### config.mk
export PLATFORM = sky130hd
export DESIGN_NAME = dual_cpu_nibble_mailbox_core_flat
export DESIGN_NICKNAME = d
export VERILOG_FILES = /design/src/hw/rtl/mbx_pkg.sv /design/src/hw/rtl/mbx_if.sv /design/src/hw/rtl/mbx_state.sv /design/src/hw/rtl/dual_cpu_nibble_mailbox_core.sv /design/src/flat_wrapper.sv
export SDC_FILE = /design/constraint.sdc
export NUM_CORES = 1
export LEC_CHECK = 0
export BUFFER_PORTS_ARGS = -buffer_cell sky130_fd_sc_hd__buf_2
export CAP_MARGIN = 10
export CORE_MARGIN = 3
export CORE_UTILIZATION = 60
export CTS_CLUSTER_SIZE = 10
export DETAILED_ROUTE_END_ITERATION = 8
export PLACE_DENSITY = 0.85
export SYNTH_ARGS = -nofsm -noshare
export SYNTH_HDL_FRONTEND = slang
export SYNTH_SLANG_ARGS = --single-unit
### constraint.sdc
create_clock -name clk -period 2.6 [get_ports clk]
set_input_delay 0.26 -clock clk [delete_from_list [all_inputs] [get_ports clk]]
set_output_delay 0.26 -clock clk [all_outputs]
set_load 0.01 [all_outputs]
### src/hw/rtl/mbx_pkg.sv
// Shared types and constants for the dual CPU nibble mailbox.
// No dependencies; used by the interfaces, mbx_state and the top level.
package mbx_pkg;

  localparam int unsigned OP_W   = 3;
  localparam int unsigned DATA_W = 8;
  localparam int unsigned NIB_W  = 4;

  typedef logic [NIB_W-1:0] nib_t;

  // Bus access codes carried by the operation field
  typedef enum logic [OP_W-1:0] {
    OP_MAIN_PORT_WR = 3'd0,
    OP_MAIN_COMM_WR = 3'd1,
    OP_MAIN_COMM_RD = 3'd2,
    OP_SUB_PORT_WR  = 3'd3,
    OP_SUB_COMM_WR  = 3'd4,
    OP_SUB_COMM_RD  = 3'd5
  } op_t;

  // Mode pointer values above the slot range
  localparam nib_t MODE_STATUS  = 4'd4;
  localparam nib_t MODE_NMI_OFF = 4'd5;
  localparam nib_t MODE_NMI_ON  = 4'd6;

  // Full flag bits: toward sound at 0/1, toward main at 2/3 (upper index bit)
  localparam logic DIR_TO_SOUND = 1'b0;
  localparam logic DIR_TO_MAIN  = 1'b1;

  // One registered bus access
  typedef struct packed {
    op_t  op;
    nib_t nib;
  } req_t;

  // One result item
  typedef struct packed {
    nib_t read_data;
    logic nmi_pulse;
    logic sound_reset_pulse;
  } result_t;

endpackage

### src/hw/rtl/mbx_if.sv
// Valid/ready channel interfaces for the mailbox access and result streams.
// Depends on mbx_pkg for field widths.
interface mbx_access_if;
  logic                           valid;
  logic                           ready;
  logic [mbx_pkg::OP_W-1:0]       operation;
  logic [mbx_pkg::DATA_W-1:0]     bus_data;

  modport source (output valid, operation, bus_data, input ready);
  modport sink (input valid, operation, bus_data, output ready);
endinterface

interface mbx_result_if;
  logic                           valid;
  logic                           ready;
  logic [mbx_pkg::NIB_W-1:0]      read_data;
  logic                           nmi_pulse;
  logic                           sound_reset_pulse;

  modport source (output valid, read_data, nmi_pulse, sound_reset_pulse, input ready);
  modport sink (input valid, read_data, nmi_pulse, sound_reset_pulse, output ready);
endinterface

### src/hw/rtl/mbx_state.sv
// Mailbox state (slots, pointers, flags, NMI control) and the per-access logic.
// Depends on mbx_pkg. The result is combinational from the registered request.
module mbx_state (
  input  logic             clk,
  input  logic             rst,
  input  logic             fire,
  input  mbx_pkg::req_t    req,
  output mbx_pkg::result_t res
);

  mbx_pkg::nib_t ts_slots [4];
  mbx_pkg::nib_t tm_slots [4];
  mbx_pkg::nib_t main_ptr;
  mbx_pkg::nib_t sound_ptr;
  logic [3:0]    full_flags;
  logic          nmi_en;
  logic          nmi_pend;

  mbx_pkg::nib_t ts_slots_next [4];
  mbx_pkg::nib_t tm_slots_next [4];
  mbx_pkg::nib_t main_ptr_next;
  mbx_pkg::nib_t sound_ptr_next;
  logic [3:0]    full_flags_next;
  logic          nmi_en_next;
  logic          nmi_pend_next;
  logic          clear_all;

  logic          main_in_slots;
  logic          sound_in_slots;

  assign main_in_slots  = (main_ptr[3:2] == 2'b00);
  assign sound_in_slots = (sound_ptr[3:2] == 2'b00);

  // Next state and result for the access in the request register
  always_comb begin
    ts_slots_next   = ts_slots;
    tm_slots_next   = tm_slots;
    main_ptr_next   = main_ptr;
    sound_ptr_next  = sound_ptr;
    full_flags_next = full_flags;
    nmi_en_next     = nmi_en;
    nmi_pend_next   = nmi_pend;
    clear_all       = 1'b0;
    res             = '0;
    case (req.op)
      mbx_pkg::OP_MAIN_PORT_WR: begin
        main_ptr_next = req.nib;
      end
      mbx_pkg::OP_MAIN_COMM_WR: begin
        if (main_in_slots) begin
          ts_slots_next[main_ptr[1:0]] = req.nib;
          main_ptr_next = main_ptr + 4'd1;
          // odd slot closes a pair: mark full, raise NMI or leave it pending
          if (main_ptr[0]) begin
            full_flags_next[{mbx_pkg::DIR_TO_SOUND, main_ptr[1]}] = 1'b1;
            nmi_pend_next = 1'b1;
            if (nmi_en) begin
              nmi_pend_next = 1'b0;
              res.nmi_pulse = 1'b1;
            end
          end
        end else if (main_ptr == mbx_pkg::MODE_STATUS && req.nib != '0) begin
          clear_all             = 1'b1;
          res.sound_reset_pulse = 1'b1;
        end
      end
      mbx_pkg::OP_MAIN_COMM_RD: begin
        if (main_in_slots) begin
          res.read_data = tm_slots[main_ptr[1:0]];
          main_ptr_next = main_ptr + 4'd1;
          if (main_ptr[0]) begin
            full_flags_next[{mbx_pkg::DIR_TO_MAIN, main_ptr[1]}] = 1'b0;
          end
        end else if (main_ptr == mbx_pkg::MODE_STATUS) begin
          res.read_data = full_flags;
        end
      end
      mbx_pkg::OP_SUB_PORT_WR: begin
        sound_ptr_next = req.nib;
      end
      mbx_pkg::OP_SUB_COMM_WR: begin
        if (sound_in_slots) begin
          tm_slots_next[sound_ptr[1:0]] = req.nib;
          sound_ptr_next = sound_ptr + 4'd1;
          if (sound_ptr[0]) begin
            full_flags_next[{mbx_pkg::DIR_TO_MAIN, sound_ptr[1]}] = 1'b1;
          end
        end else if (sound_ptr == mbx_pkg::MODE_NMI_OFF) begin
          nmi_en_next = 1'b0;
        end else if (sound_ptr == mbx_pkg::MODE_NMI_ON) begin
          nmi_en_next = 1'b1;
        end
        // NMI check sees the enable as just written
        if (nmi_pend && nmi_en_next) begin
          nmi_pend_next = 1'b0;
          res.nmi_pulse = 1'b1;
        end
      end
      mbx_pkg::OP_SUB_COMM_RD: begin
        if (sound_in_slots) begin
          res.read_data  = ts_slots[sound_ptr[1:0]];
          sound_ptr_next = sound_ptr + 4'd1;
          if (sound_ptr[0]) begin
            full_flags_next[{mbx_pkg::DIR_TO_SOUND, sound_ptr[1]}] = 1'b0;
          end
        end else if (sound_ptr == mbx_pkg::MODE_STATUS) begin
          res.read_data = full_flags;
        end
        if (nmi_pend && nmi_en) begin
          nmi_pend_next = 1'b0;
          res.nmi_pulse = 1'b1;
        end
      end
      default: begin
      end
    endcase
  end

  // State registers; a main reset request clears everything like rst
  always_ff @(posedge clk) begin
    if (rst || (fire && clear_all)) begin
      for (int i = 0; i < 4; i++) begin
        ts_slots[i] <= '0;
        tm_slots[i] <= '0;
      end
      main_ptr   <= '0;
      sound_ptr  <= '0;
      full_flags <= '0;
      nmi_en     <= 1'b0;
      nmi_pend   <= 1'b0;
    end else if (fire) begin
      ts_slots   <= ts_slots_next;
      tm_slots   <= tm_slots_next;
      main_ptr   <= main_ptr_next;
      sound_ptr  <= sound_ptr_next;
      full_flags <= full_flags_next;
      nmi_en     <= nmi_en_next;
      nmi_pend   <= nmi_pend_next;
    end
  end

endmodule

### src/hw/rtl/dual_cpu_nibble_mailbox_core.sv
// Top level of the dual CPU nibble mailbox: request register, state logic,
// result register. Depends on mbx_pkg, mbx_if.sv and mbx_state.
//
// Usage:
//   access (sink): one bus request per valid/ready handshake, carrying
//     operation (main/sub port write, comm write, comm read) and bus_data.
//   result (source): exactly one result per request, in order, carrying
//     read_data, nmi_pulse and sound_reset_pulse.
// Pipeline: two register stages, the request register and then the result
//   register; a request waits in the request register while the result stalls.
// Throughput: one request per cycle while result.ready is high; the state
//   update is a single short logic pass from request register to result register.
// Reset: rst (synchronous) clears all slots, pointers, flags and NMI state
//   and empties both registers. A main comm write of a nonzero nibble in
//   status mode clears the same state internally.
// Stall: while result.ready is low the result register holds; the request
//   register still takes one more request, then access.ready drops until
//   the result is taken.
module dual_cpu_nibble_mailbox_core (
  input  logic      clk,
  input  logic      rst,
  mbx_access_if.sink   access,
  mbx_result_if.source result
);

  logic              req_valid;
  mbx_pkg::req_t     req_q;
  logic              out_valid;
  mbx_pkg::result_t  res_q;
  mbx_pkg::result_t  res;
  logic              advance;

  // Request moves into the result register when that slot is free or leaving
  assign advance      = req_valid && (!out_valid || result.ready);
  assign access.ready = !req_valid || advance;

  // Request register
  always_ff @(posedge clk) begin
    if (rst) begin
      req_valid <= 1'b0;
    end else if (access.ready) begin
      req_valid <= access.valid;
    end
  end

  always_ff @(posedge clk) begin
    if (access.ready && access.valid) begin
      req_q.op  <= mbx_pkg::op_t'(access.operation);
      req_q.nib <= access.bus_data[mbx_pkg::NIB_W-1:0];
    end
  end

  mbx_state u_state (
    .clk  (clk),
    .rst  (rst),
    .fire (advance),
    .req  (req_q),
    .res  (res)
  );

  // Result register
  always_ff @(posedge clk) begin
    if (rst) begin
      out_valid <= 1'b0;
    end else if (advance) begin
      out_valid <= 1'b1;
    end else if (result.ready) begin
      out_valid <= 1'b0;
    end
  end

  always_ff @(posedge clk) begin
    if (advance) begin
      res_q <= res;
    end
  end

  assign result.valid             = out_valid;
  assign result.read_data         = res_q.read_data;
  assign result.nmi_pulse         = res_q.nmi_pulse;
  assign result.sound_reset_pulse = res_q.sound_reset_pulse;

  // A sound reset and an NMI come from separate branches, so they never come together
  a_rst_no_nmi: assert property (@(posedge clk) disable iff (rst)
    result.valid |-> !(result.sound_reset_pulse && result.nmi_pulse))
    else $error("sound reset and NMI in one result");

  // Only a main comm write can reset the sound CPU
  a_rst_source: assert property (@(posedge clk) disable iff (rst)
    (advance && res.sound_reset_pulse) |-> (req_q.op == mbx_pkg::OP_MAIN_COMM_WR))
    else $error("sound reset from wrong access");

  // Writes return zero data
  a_write_zero: assert property (@(posedge clk) disable iff (rst)
    (advance && req_q.op != mbx_pkg::OP_MAIN_COMM_RD
             && req_q.op != mbx_pkg::OP_SUB_COMM_RD) |-> (res.read_data == '0))
    else $error("nonzero read data on a write");

  // NMI only from comm writes or sub reads
  a_nmi_source: assert property (@(posedge clk) disable iff (rst)
    (advance && res.nmi_pulse) |->
      (req_q.op == mbx_pkg::OP_MAIN_COMM_WR || req_q.op == mbx_pkg::OP_SUB_COMM_WR ||
       req_q.op == mbx_pkg::OP_SUB_COMM_RD))
    else $error("NMI from wrong access");

endmodule
### src/flat_wrapper.sv
// flat-port wrapper written by rule: the top's interface ports become plain ports
module dual_cpu_nibble_mailbox_core_flat 
  (clk, rst, access_valid, access_operation, access_bus_data, access_ready, result_valid, result_read_data, result_nmi_pulse, result_sound_reset_pulse, result_ready);
  mbx_access_if access_i ();
  mbx_result_if result_i ();
  input  logic clk;
  input  logic rst;
  input wire logic [$bits(access_i.valid)-1:0] access_valid;
  input wire logic [$bits(access_i.operation)-1:0] access_operation;
  input wire logic [$bits(access_i.bus_data)-1:0] access_bus_data;
  output wire logic [$bits(access_i.ready)-1:0] access_ready;
  output wire logic [$bits(result_i.valid)-1:0] result_valid;
  output wire logic [$bits(result_i.read_data)-1:0] result_read_data;
  output wire logic [$bits(result_i.nmi_pulse)-1:0] result_nmi_pulse;
  output wire logic [$bits(result_i.sound_reset_pulse)-1:0] result_sound_reset_pulse;
  input wire logic [$bits(result_i.ready)-1:0] result_ready;
  assign access_i.valid = access_valid;
  assign access_i.operation = access_operation;
  assign access_i.bus_data = access_bus_data;
  assign access_ready = access_i.ready;
  assign result_valid = result_i.valid;
  assign result_read_data = result_i.read_data;
  assign result_nmi_pulse = result_i.nmi_pulse;
  assign result_sound_reset_pulse = result_i.sound_reset_pulse;
  assign result_i.ready = result_ready;
  dual_cpu_nibble_mailbox_core u_core (.clk(clk), .rst(rst), .access(access_i), .result(result_i));
endmodule
## Word level (Yosys, flattened, before mapping)

Index checks and enable logic that the tools add are counted.

- Memories kept: 0
- RAM bits: 0
- Bits in registers: 61
- Bits in read-only memories: 0
- Input bits: 15
- Latch bits: 0

- Add/sub/neg operators: 2
- Div/mod/pow operators: 0
- Multiplexer cells: 59
- Multipliers: 0
- Bitwise logic cells: 8
- Order comparisons: 12
- Shift operators: 0
- Equal/unequal tests: 21
- Reductions and logical operators: 35

Operator list:

| operator | count |
|---|---|
| $mux 4 | 20 |
| $bwmux 16 | 2 |
| $pmux 4 s2 | 3 |
| $mux 1 | 23 |
| $ne 2x2->1 const B | 10 |
| $bmux 4 s2 | 2 |
| $demux 4 s2 | 2 |
| $eq 4x3->1 const B | 4 |
| $pmux 4 s4 | 1 |
| $logic_and 1x1->1 | 12 |
| $reduce_and 3->1 | 4 |
| $reduce_and 10->1 | 1 |
| $add 4x1->4 const B | 2 |
| $and 4x4->4 | 2 |
| $reduce_bool 4->1 | 2 |
| $eq 3x2->1 const B | 2 |
| $eq 3x3->1 const B | 2 |
| $ge 3x3->1 const B | 2 |
| $lt 1x3->1 const B | 2 |
| $lt 2x3->1 const B | 2 |
| $lt 3x1->1 const B | 2 |
| $not 2->3 | 2 |
| $pmux 1 s3 | 2 |
| $reduce_and 6->1 | 1 |
| other kinds (17) | 30 |

## Longest topological paths before layout

Gate-level depths: netlist of run 1.

- Depth after elaboration: 9
- Gate-level depth with buffers: 8
- Depth with buffers taken out: 6

## Hierarchy

From an unflattened synthesis of run 1, not the netlist that was laid out.

- Cell total of the unflattened synthesis: 304
- Area total of the unflattened synthesis: 3134.3 um^2

By module, submodules not included:

| module | times used | cells each | area each (um^2) | sequential area each (um^2) |
|---|---|---|---|---|
| mbx_state | 1 | 281 | 2640.0 | 920.9 |
| dual_cpu_nibble_mailbox_core | 1 | 23 | 494.2 | 430.4 |

## Worst setup path after synthesis of run 1

OpenSTA, ideal clock, no wires.

- Path kind: register to register
- From: register u_core.u_state.main_ptr[1]
- To: register u_core.u_state.main_ptr[3]
- Required time: 2.483 ns
- Setup time: 0.117 ns
- Setup slack: 0.699 ns
- Arrival time: 1.784 ns
- Stages on the path, launching flop included: 9
- Cells stage by stage: dfxtp_1 clkbuf_1 inv_1 ha_1 nand2_1 or3_1 o21ai_2 buf_2 nor2_1

- Cells in the longest elaborated chain, start to end: 7

Ends and longest elaborated chain:

| element | RTL line | RTL |
|---|---|---|
| from (decl) | mbx_state.sv:13 | `mbx_pkg::nib_t main_ptr;` |
| from (signal assigned) | mbx_state.sv:134 | `main_ptr <= main_ptr_next;` |
| branches (longest 7 deep; another with $add 4x1->4) | -- |  |

Several ways; the timed one is not identified. The select of a mux whose other input is x is not followed.
A chain may end at the register's enable or synchronous reset.

## Worst setup path after layout of run 1

- From: register u_core.req_q[6] (netlist bit)
- To: register u_core.u_state.tm_slots[11] (netlist bit)

- Cells in the longest elaborated chain, start to end: 4

Ends and longest elaborated chain:

| element | RTL line | RTL |
|---|---|---|
| from (decl) | dual_cpu_nibble_mailbox_core.sv:27 | `mbx_pkg::req_t req_q;` |
| $eq 3x1->1 | mbx_state.sv:45 | `case (req.op)` |
| $mux 1 | -- |  |
| $logic_and 1x1->1 | mbx_state.sv:121 | `if (rst \|\| (fire && clear_all)) begin` |
| $logic_or 1x1->1 | mbx_state.sv:121 |  |
| to (signal assigned) | mbx_state.sv:133 | `tm_slots <= tm_slots_next;` |
| to (decl) | mbx_state.sv:12 | `mbx_pkg::nib_t tm_slots [4];` |

Parallel ways exist; a longest one is shown, timed or not.

==> results of run 1 <==
logic make-up after synthesis:
logic type	after synthesis
simple gates	106
xor+xnor	1
fa+ha+maj	8
flops	61
compound gates	89
mux	27
buf+inv	41
placed cells by master (no fill, tap or decap), drive strengths merged, types with 10 or more instances in the layout:
cell,Yosys,layout
nand2,10,10
nor2,25,25
dfxtp,48,48
mux2i,19,19
buf,16,22
edfxtp,13,13
a21oi,30,30
clkbuf,11,11
o21ai,26,26
nand3,19,19
inv,14,15
per-stage QoR:
stage                     std cells  total power (W)  setup WS, ps
final                           414          0.00207           408
after global routing            414          0.00214           138
after CTS                       414          0.00208           460
after detailed placement        398          0.00119           481
after global placement          398          0.00118           503
after floorplan                 333          0.00115           699
power groups by stage:
stage | combinational, W | clock, W | sequential [W]
after floorplan | 0.000131 | 0 | 0.00102
after global placement | 0.000134 | 0 | 0.00105
after detailed placement | 0.000139 | 0 | 0.00105
after CTS | 0.000139 | 0.000910 | 0.00103
after global routing | 0.000155 | 0.000955 | 0.00103
final | 0.000141 | 0.000899 | 0.00103
worst paths after layout:
| check | slack, ps | depth (start not counted) | startpoint | end |
|---|---|---|---|---|
| setup / recovery | 410 | 4 | u_core.req_q[6] | u_core.u_state.tm_slots[11] |
| hold / removal | 90 | 1 | access_bus_data[3] | u_core.req_q[3] |
| setup reg to reg | 410 | 4 | u_core.req_q[6] | u_core.u_state.tm_slots[11] |
| hold reg to reg | 480 | 2 | u_core.u_state.tm_slots[14] | u_core.u_state.tm_slots[14] |
per-layer routing:
layer	vias up	global-route usage [%]	share of wire, %	wire length (um)
met5	-	0	0	0
met4	0	10.8	2.0	148
met3	15	7.71	7.3	530
met2	116	37.9	47	3380
met1	1242	32.5	44	3170
li1	1244	-	-	-
flip-flops by register name, indices dropped and copies added (netlist names):
| register | cells |
|---|---|
| u_core.req_q | 7 |
| u_core.req_valid | 1 |
| u_core.result.nmi_pulse | 1 |
| u_core.result.read_data | 4 |
| u_core.result.sound_reset_pulse | 1 |
| u_core.result.valid | 1 |
| u_core.u_state.full_flags | 4 |
| u_core.u_state.main_ptr | 4 |
| u_core.u_state.nmi_en | 1 |
| u_core.u_state.nmi_pend | 1 |
| u_core.u_state.sound_ptr | 4 |
| u_core.u_state.tm_slots | 16 |
| u_core.u_state.ts_slots | 16 |
final cells by class:
type | instances | area, um^2
multi-input combinational | 231 | 1650
fill | 423 | 1650
sequential | 61 | 1350
clock buffer | 11 | 153
timing repair buffer | 22 | 133
tap | 70 | 87.6
clock inverter | 5 | 65.1
inverter | 14 | 52.6
==> flow_summary.json, run 1 <==
{
  "syn-num-nets": 356,
  "path_buf_inv": 0,
  "p_clk_share_pct": 43.4,
  "placed_area_um2": 3270,
  "grt_max_degree": 46,
  "switching_share_pct": 25.1,
  "yosys-mux-area-fraction_pct": 11.5,
  "synth_xor_area_share_pct": 0.272,
  "critPathKind": "flop to flop",
  "die_w_um": 79.2,
  "crit_slowest_cell": "edfxtp_1",
  "rsz0062_at_grt": "no",
  "routabilityCongestion": 0.912,
  "postCtsSetupBuffers": 0,
  "slew_headroom_pct": 57.7,
  "yosys_warnings": 0,
  "io_buffers": 18,
  "peakVddDrop_v": 0.000450,
  "hold_buffers": 0,
  "end_kind": "flop",
  "synth_commonest_cells": "dfxtp_1, a21oi_1, nor2_1, o21ai_0",
  "synth_adder_area_share_pct": 3.11,
  "num_antenna_cells": 0,
  "max_freq_ghz": 0.456,
  "path_clk_slew_ps": 70,
  "netlist_area_um2": 3220,
  "synth_compound_area_share_pct": 17.2,
  "firstDrtPassIters": 5,
  "vias": 2617,
  "clkSinkCount": 61,
  "htree_levels": 3,
  "initial_core_util_pct": 62.6,
  "clock_latency_ps": 350,
  "clock_skew_ps": 9.41,
  "slew_viol_final": 0,
  "p_leak_nw": 1.30,
  "synth_area_per_cell_um2": 9.66,
  "combPwrFrac_pct": 6.8,
  "slowest_delay_ps": 690,
  "rows": 26,
  "drive_gt1_share_pct": 16.9,
  "critical-path-top-delay-family": "simple AND/OR/NAND/NOR gates",
  "ctsResizeCount": 0,
  "critical_path_arrival_ps": 2430,
  "finalCritPeriodShare_pct": 84.3,
  "grt_util_all_layers_pct": 24.8,
  "finalNetCount": 362,
  "ys_top_cells_by_area": "dfxtp_1, edfxtp_1, mux2i_1, mux4_2, a21oi_1",
  "synth-edff-count": 13,
  "cts-root-buf": "clkbuf_8",
  "cp_cell_sequence": "nor4b_4 -> nand4_1 -> o21ai_0 -> a21oi_1",
  "fin_util_pct": 67.9,
  "grt_pass1_vias": 2444,
  "synth_top_family_by_area": "simple AND/OR/NAND/NOR gates",
  "synth-simple-area-share_pct": 19.2,
  "design_area_um2": 3490,
  "dieArea_um2": 6280,
  "grt_pass1_wl_um": 12000,
  "ios": 23,
  "ant_nets": 0,
  "hold_path_class": "input port to flop",
  "finalCriticalPeriod_ps": 2190,
  "numCtsBuffers": 9,
  "start_kind": "flop",
  "synth_top_area_share_pct": 29.9,
  "cts_buffer_depth": 2,
  "syn_to_final_growth_pct": 8.48,
  "synthCells": 333,
  "path_max_fanout": 16,
  "status": "completed",
  "synthFlopType": "dfxtp_1",
  "cts_tree": "done",
  "setup_viol": 0,
  "p_switching_w": 0.000519,
  "core_um2": 5140,
  "intPower_w": 0.00155,
  "yosys_register_bits": 61,
  "grt_overflow": 0,
  "dr.first_iter.drc_count": 277,
  "synth_cell_type_count": 59,
  "antenna_found_initial": 0,
  "p_per_area_nw_per_um2": 593,
  "drc_errors": 0,
  "cap_viol_max_count": 0,
  "synthArstFlopShare_pct": 0,
  "finalWirelength_um": 7230,
  "fin_tns_setup_ps": 0,
  "yosysTopAreaCell": "dfxtp_1",
  "worstMarginPinSlew_ps": 635,
  "wl_per_cell_um": 17.5,
  "die_h_um": 79.2,
  "routed_via_density": 6.32,
  "cp.required_ps": 2830,
  "synth.most_common_cell": "dfxtp_1",
  "synth-seq-area-share_pct": 42.0,
  "post-dp-hpwl_um": 4930,
  "power_frac_seq_pct": 49.8,
  "finalHoldViolCount": 0,
  "whs_ps": 85.6
}
Note: power is estimated with default switching activity, not from simulation.
==> inputs of run 2 (changes only) <==
- CORE_UTILIZATION: 60 -> 54
- PLACE_DENSITY: 0.85 -> 0.81
- clock period: 2.6 -> 1.8 ns (I/O delays scaled with it)
==> run 2 against run 1 <==
Net effect: the flow now finishes with violations (setup timing); setup slack got worse by 490 ps; sequential power rose by 41%; via count rose by 18%; routed wire length rose by 32%; non-clock buffer count rose by 58; sequential cell count did not move; die area rose by 10%; sequential share of layout area fell by 6.2 points; worst hold slack got worse by 84 ps; core utilization rose by 5.8 points; count of clock-buffer cells in the layout rose by 4; register-to-register slack got worse by 490 ps; largest power group unchanged.
==> flow_summary.json, run 2 (synthesized netlist as in run 1, its figures left out) <==
{
  "wl_met1_um": 3640,
  "holdPathEnd": "u_core.req_q[4]",
  "dr.first_iter.drc_count": 397,
  "wl_per_cell_um": 20.2,
  "routed_via_density": 6.53,
  "finalCriticalPeriod_ps": 1880,
  "post-dp-hpwl_um": 5840,
  "worstMarginPinSlew_ps": 545,
  "clkSinkCount": 61,
  "p_per_area_nw_per_um2": 717,
  "violations": "setup timing",
  "final_cell_mix": "dfxtp_1, buf_4, a21oi_1",
  "critPathKind": "flop to flop",
  "slew_viol_final": 0,
  "ant_nets": 0,
  "status": "finished with violations",
  "clock_latency_ps": 360,
  "die_h_um": 83.2,
  "finalWorstSetupSlack_ps": -82.4,
  "start_kind": "flop",
  "hp-start": "access_operation[0]",
  "path_clk_slew_ps": 70,
  "whs_ps": 1.90,
  "r2r_cells": 6,
  "cts_buffer_depth": 2,
  "dieArea_um2": 6920,
  "largestRegisters": "u_core.u_state.tm_slots: 16 flops, u_core.u_state.ts_slots: 16 flops, u_core.req_q: 7 flops",
  "firstDrtPassIters": 5,
  "core_um2": 5640,
  "grt_max_degree": 27,
  "p_leak_nw": 1.63,
  "peakVddDrop_v": 0.000570,
  "rows": 27,
  "htree_levels": 3,
  "place_inst": 438,
  "fill_cells": 361,
  "grt_pass1_vias": 2732,
  "rsz0062_at_grt": "yes",
  "clock_skew_ps": 12.8,
  "ios": 23,
  "num_antenna_cells": 0,
  "max_freq_ghz": 0.531,
  "fin_tns_setup_ps": -250,
  "drc_errors": 0,
  "whs_path_depth": 1,
  "instances_no_fill": 474,
  "syn_to_final_growth_pct": 29.2,
  "initial_core_util_pct": 57.0,
  "slew_headroom_pct": 63.6,
  "finalNetCount": 420,
  "hold_path_class": "input port to flop",
  "finalCritPeriodShare_pct": 105,
  "numCtsBuffers": 9,
  "cts_tree": "done",
  "cts-root-buf": "clkbuf_8",
  "grt_util_all_layers_pct": 24.6,
  "cp.required_ps": 2060,
  "grt_overflow": 0,
  "setup_viol": 8,
  "critical_path_arrival_ps": 2150,
  "wl_met3_um": 897,
  "drive_gt1_share_pct": 33.8,
  "met2WireLength_um": 4510,
  "die_w_um": 83.2,
  "highest-signal-layer": "met4",
  "vias": 3097,
  "r2r_end": "u_core.u_state.sound_ptr[1]",
  "antenna_found_initial": 0,
  "finalHoldViolCount": 0,
  "io_buffers": 18,
  "r2r-start": "u_core.req_q[5]",
  "layout_commonest_cell": "dfxtp_1",
  "cap_viol_max_count": 0,
  "total_power_w": 0.00298,
  "path_max_fanout": 6,
  "grt_pass1_wl_um": 13500,
  "critPathLaunch": "u_core.req_q[5]",
  "rrSetupSlack_ps": -80,
  "routabilityCongestion": 0.922,
  "finalWirelength_um": 9570,
  "end_kind": "flop"
}
==> run 2: cell types whose count changed in the layout (fill, tap and decap cells not counted), moves of 3 or more <==
cell | previous run | this run
buf_6 | 0 | 5
o21ai_2 | 1 | 9
o21ai_0 | 25 | 6
buf_4 | 3 | 44
o21ai_1 | 0 | 9
clkbuf_8 | 9 | 12
buf_12 | 1 | 5
clkinv_4 | 3 | 0
dlygate4sd3_1 | 0 | 5
==> run 2: power by group <==
part | internal (W) | switching, W
clock | 0.000612 | 0.000521
sequential | 0.00142 | 0.0000274
combinational | 0.000181 | 0.000216
total | 0.00222 | 0.000764
==> run 2: cell type report <==
cell class | instances | area (um^2) | area share [%]
multi-input combinational | 231 | 1780 | 42.8
timing repair buffer | 80 | 702 | 16.9
inverter | 14 | 52.6 | 1.26
clock buffer | 15 | 176 | 4.24
sequential | 61 | 1350 | 32.5
tap | 72 | 90.1 | 2.17
clock inverter | 1 | 5.00 | 0.120
==> run 2: how the worst max path moves through the flow <==
stage                                               to  slack, ps  cells past startpoint
after global routing       u_core.u_state.tm_slots[10]       -120                      6
after global placement    u_core.u_state.full_flags[2]         30                      4
after detailed placement    u_core.u_state.ts_slots[4]          1                      5
after floorplan           u_core.u_state.full_flags[1]        -10                      8
final                      u_core.u_state.sound_ptr[1]        -80                      6
after CTS                   u_core.result.read_data[1]         10                      6
==> run 2: repair_timing <==
| action | 4_1_cts | 5_1_grt |
|---|---|---|
| setup endpoints to repair | 4 | 50 |
| gates cloned | 0 | 4 |
| hold buffers | 3 | 2 |
| gates resized for setup | 0 | 57 |
| pin swaps | 2 | 21 |
| hold endpoints to repair | 3 | 2 |
| buffers inserted | 1 | 10 |
==> run 2: metal layers <==
layer	up-vias	GRT usage, %
met5	-	0
met4	0	11.4
met3	59	7.34
met2	211	38.6
met1	1465	31.3
li1	1362	-
==> run 2: through the flow <==
step | setup WS [ps] | util [%] | area [um^2]
2_1_floorplan | -14.2 | - | 3240
3_3_place_gp | 33.4 | 63.9 | 3610
3_5_place_dp | 1.44 | 63.9 | 3610
4_1_cts | 10.8 | 67.8 | 3820
5_1_grt | -116 | 73.7 | 4160
6_report | -82.4 | 73.7 | 4160
==> run 2: worst max-delay path: stages (launching register included) <==
cell,delay [ps]
edfxtp_1,540
buf_6,200
and3b_1,180
o211ai_1,410
buf_4,220
a211oi_2,40
a211oi_1,200
==> inputs of run 3 (changes only) <==
- ABC_AREA: unset -> 1
==> run 3 against run 2 <==
Net effect: the run now ends clean; die area down 1.4%; via count increased by 0.81%; critical path depth up 3; core utilization down 9.1 points; first-iteration DRC count decreased by 23%; sequential power is essentially flat; non-clock buffer count decreased by 38; total power fell by 7.3%; routed wire length fell by 15%; critical path type unchanged; largest cell class unchanged; largest power group unchanged.
==> flow_summary.json, run 3 <==
{
  "numCtsBuffers": 9,
  "postCtsSetupBuffers": 0,
  "layout_commonest_cell": "nand2_1",
  "synthFlopType": "dfxtp_1",
  "finalCriticalPeriod_ps": 1600,
  "yosysTopAreaCell": "dfxtp_1",
  "synth_commonest_cells": "nand2_1, nand3_1, dfxtp_1",
  "status": "completed",
  "cts-root-buf": "clkbuf_8",
  "dr.first_iter.drc_count": 305,
  "core_um2": 5610,
  "worstMarginPinSlew_ps": 367,
  "max_freq_ghz": 0.623,
  "grt_overflow": 0,
  "clkSinkCount": 61,
  "finalWirelength_um": 8090,
  "largestRegisters": "u_core.u_state.tm_slots: 16 flops, u_core.u_state.ts_slots: 16 flops, u_core.req_q: 7 flops",
  "rows": 27,
  "finalHoldViolCount": 0,
  "vias": 3122,
  "dieArea_um2": 6830,
  "ys_top_cells_by_area": "dfxtp_1, nand2_1, edfxtp_1, nand3_1, a21oi_1",
  "yosys_register_bits": 61,
  "antenna_found_initial": 0,
  "peakVddDrop_v": 0.000591,
  "pre_cts_ws_ps": 210,
  "netlist_area_um2": 3170,
  "grt_max_degree": 43,
  "die_h_um": 82.6,
  "routed_via_density": 5.77,
  "routabilityCongestion": 0.967,
  "design_area_um2": 3630,
  "wl_per_cell_um": 14.9,
  "end_kind": "flop",
  "clock_latency_ps": 350,
  "cp.required_ps": 2020,
  "critical_path_arrival_ps": 1830,
  "synth_area_per_cell_um2": 7.37,
  "initial_core_util_pct": 56.5,
  "synth-edff-count": 13,
  "start_kind": "flop",
  "die_w_um": 82.6,
  "yosys_warnings": 0,
  "cts_tree": "done",
  "final_cell_mix": "nand2_1, nand3_1, dfxtp_1",
  "whs_ps": 15.2,
  "rsz0062_at_grt": "no",
  "ant_nets": 0,
  "synth_top_area_share_pct": 30.3,
  "hold_path_class": "input port to flop",
  "slew_headroom_pct": 75.6,
  "cts_buffer_depth": 2,
  "p_per_area_nw_per_um2": 762,
  "synth_cell_type_count": 32,
  "firstDrtPassIters": 5,
  "synth.most_common_cell": "nand2_1",
  "grt_util_all_layers_pct": 25.6,
  "io_buffers": 18,
  "path_max_fanout": 6,
  "slew_viol_final": 0,
  "p_leak_nw": 1.39,
  "post-dp-hpwl_um": 5640,
  "clock_skew_ps": 10.3,
  "synthArstFlopShare_pct": 0,
  "drc_errors": 0,
  "fill_cells": 493,
  "synthCells": 430,
  "finalNetCount": 487,
  "setup_viol": 0,
  "finalCritPeriodShare_pct": 89.1,
  "grt_pass1_wl_um": 13100,
  "syn-num-nets": 453,
  "ios": 23,
  "placed_area_um2": 3420,
  "htree_levels": 3,
  "fin_tns_setup_ps": 0,
  "syn_to_final_growth_pct": 14.4,
  "synth-seq-area-share_pct": 42.6,
  "cap_viol_max_count": 0,
  "finalWorstSetupSlack_ps": 196,
  "num_antenna_cells": 0,
  "path_clk_slew_ps": 60,
  "drive_gt1_share_pct": 16.6,
  "critPathKind": "flop to flop",
  "grt_pass1_vias": 2823
}
run 3: final timing paths:
path / cells past startpoint / from / end / slack [ps]
worst max-delay path: 9 / u_core.req_q[6] / u_core.u_state.full_flags[1] / 200
worst min-delay path: 1 / access_operation[2] / u_core.req_q[6] / 20
worst max register to register: 9 / u_core.req_q[6] / u_core.u_state.full_flags[1] / 200
worst min register to register: 2 / u_core.u_state.tm_slots[0] / u_core.u_state.tm_slots[0] / 470
run 3: kinds of logic after synthesis:
| logic type | synth area share (%) |
|---|---|
| AOI/OAI and AO/OA | 13.6 |
| and+or+nand+nor | 33.8 |
| buffers and inverters | 6.87 |
| DFF | 42.6 |
| adders and majority gates | 3.16 |
run 3: where the power goes:
group          switching, W  internal, W  leakage [nW]
logic              0.000203     0.000106         0.801
clock network      0.000527     0.000482        0.0809
registers         0.0000203      0.00143         0.512
run 3: critical path, cell delays in order, from the launching register on:
cell      delay (ps)
edfxtp_1         490
nand2_2          200
nor2_2            80
buf_4            150
nand2_1           70
nand2_1          100
nor2_4           140
nand3_1          110
nand2_1           90
a21oi_1           60
run 3: what timing repair did:
item / 4_1_cts / 5_1_grt
hold endpoints to repair: 4 / 0
endpoints found under the setup margin: 0 / 1
hold buffers: 4 / 0
resized for setup: 0 / 1
run 3: final cells by class:
class / instances / area (um^2) / share of cell area [%]
Tap cell: 72 / 90.1 / 2.48
Clock buffer: 10 / 128 / 3.52
Timing Repair Buffer: 42 / 318 / 8.76
Multi-Input combinational cell: 323 / 1610 / 44.3
Clock inverter: 6 / 30.0 / 0.828
Sequential cell: 61 / 1350 / 37.3
Inverter: 27 / 103 / 2.83
run 3: routing by layer:
metal / vias up / routed length, um / global-route usage, %
met3: 31 / 697 / 7.27
met2: 148 / 3720 / 41.0
met5: - / 0 / 0
li1: 1518 / - / -
met1: 1425 / 3410 / 31.9
met4: 0 / 259 / 11.8
run 3: per-stage QoR:
stage,cells,total power [W],util [%]
finish,541,0.00276,64.7
global route,541,0.00288,64.7
CTS,541,0.00278,64.6
detailed placement,521,0.00177,61.0
global placement,521,0.00176,61.0
floorplan,430,0.00167,-
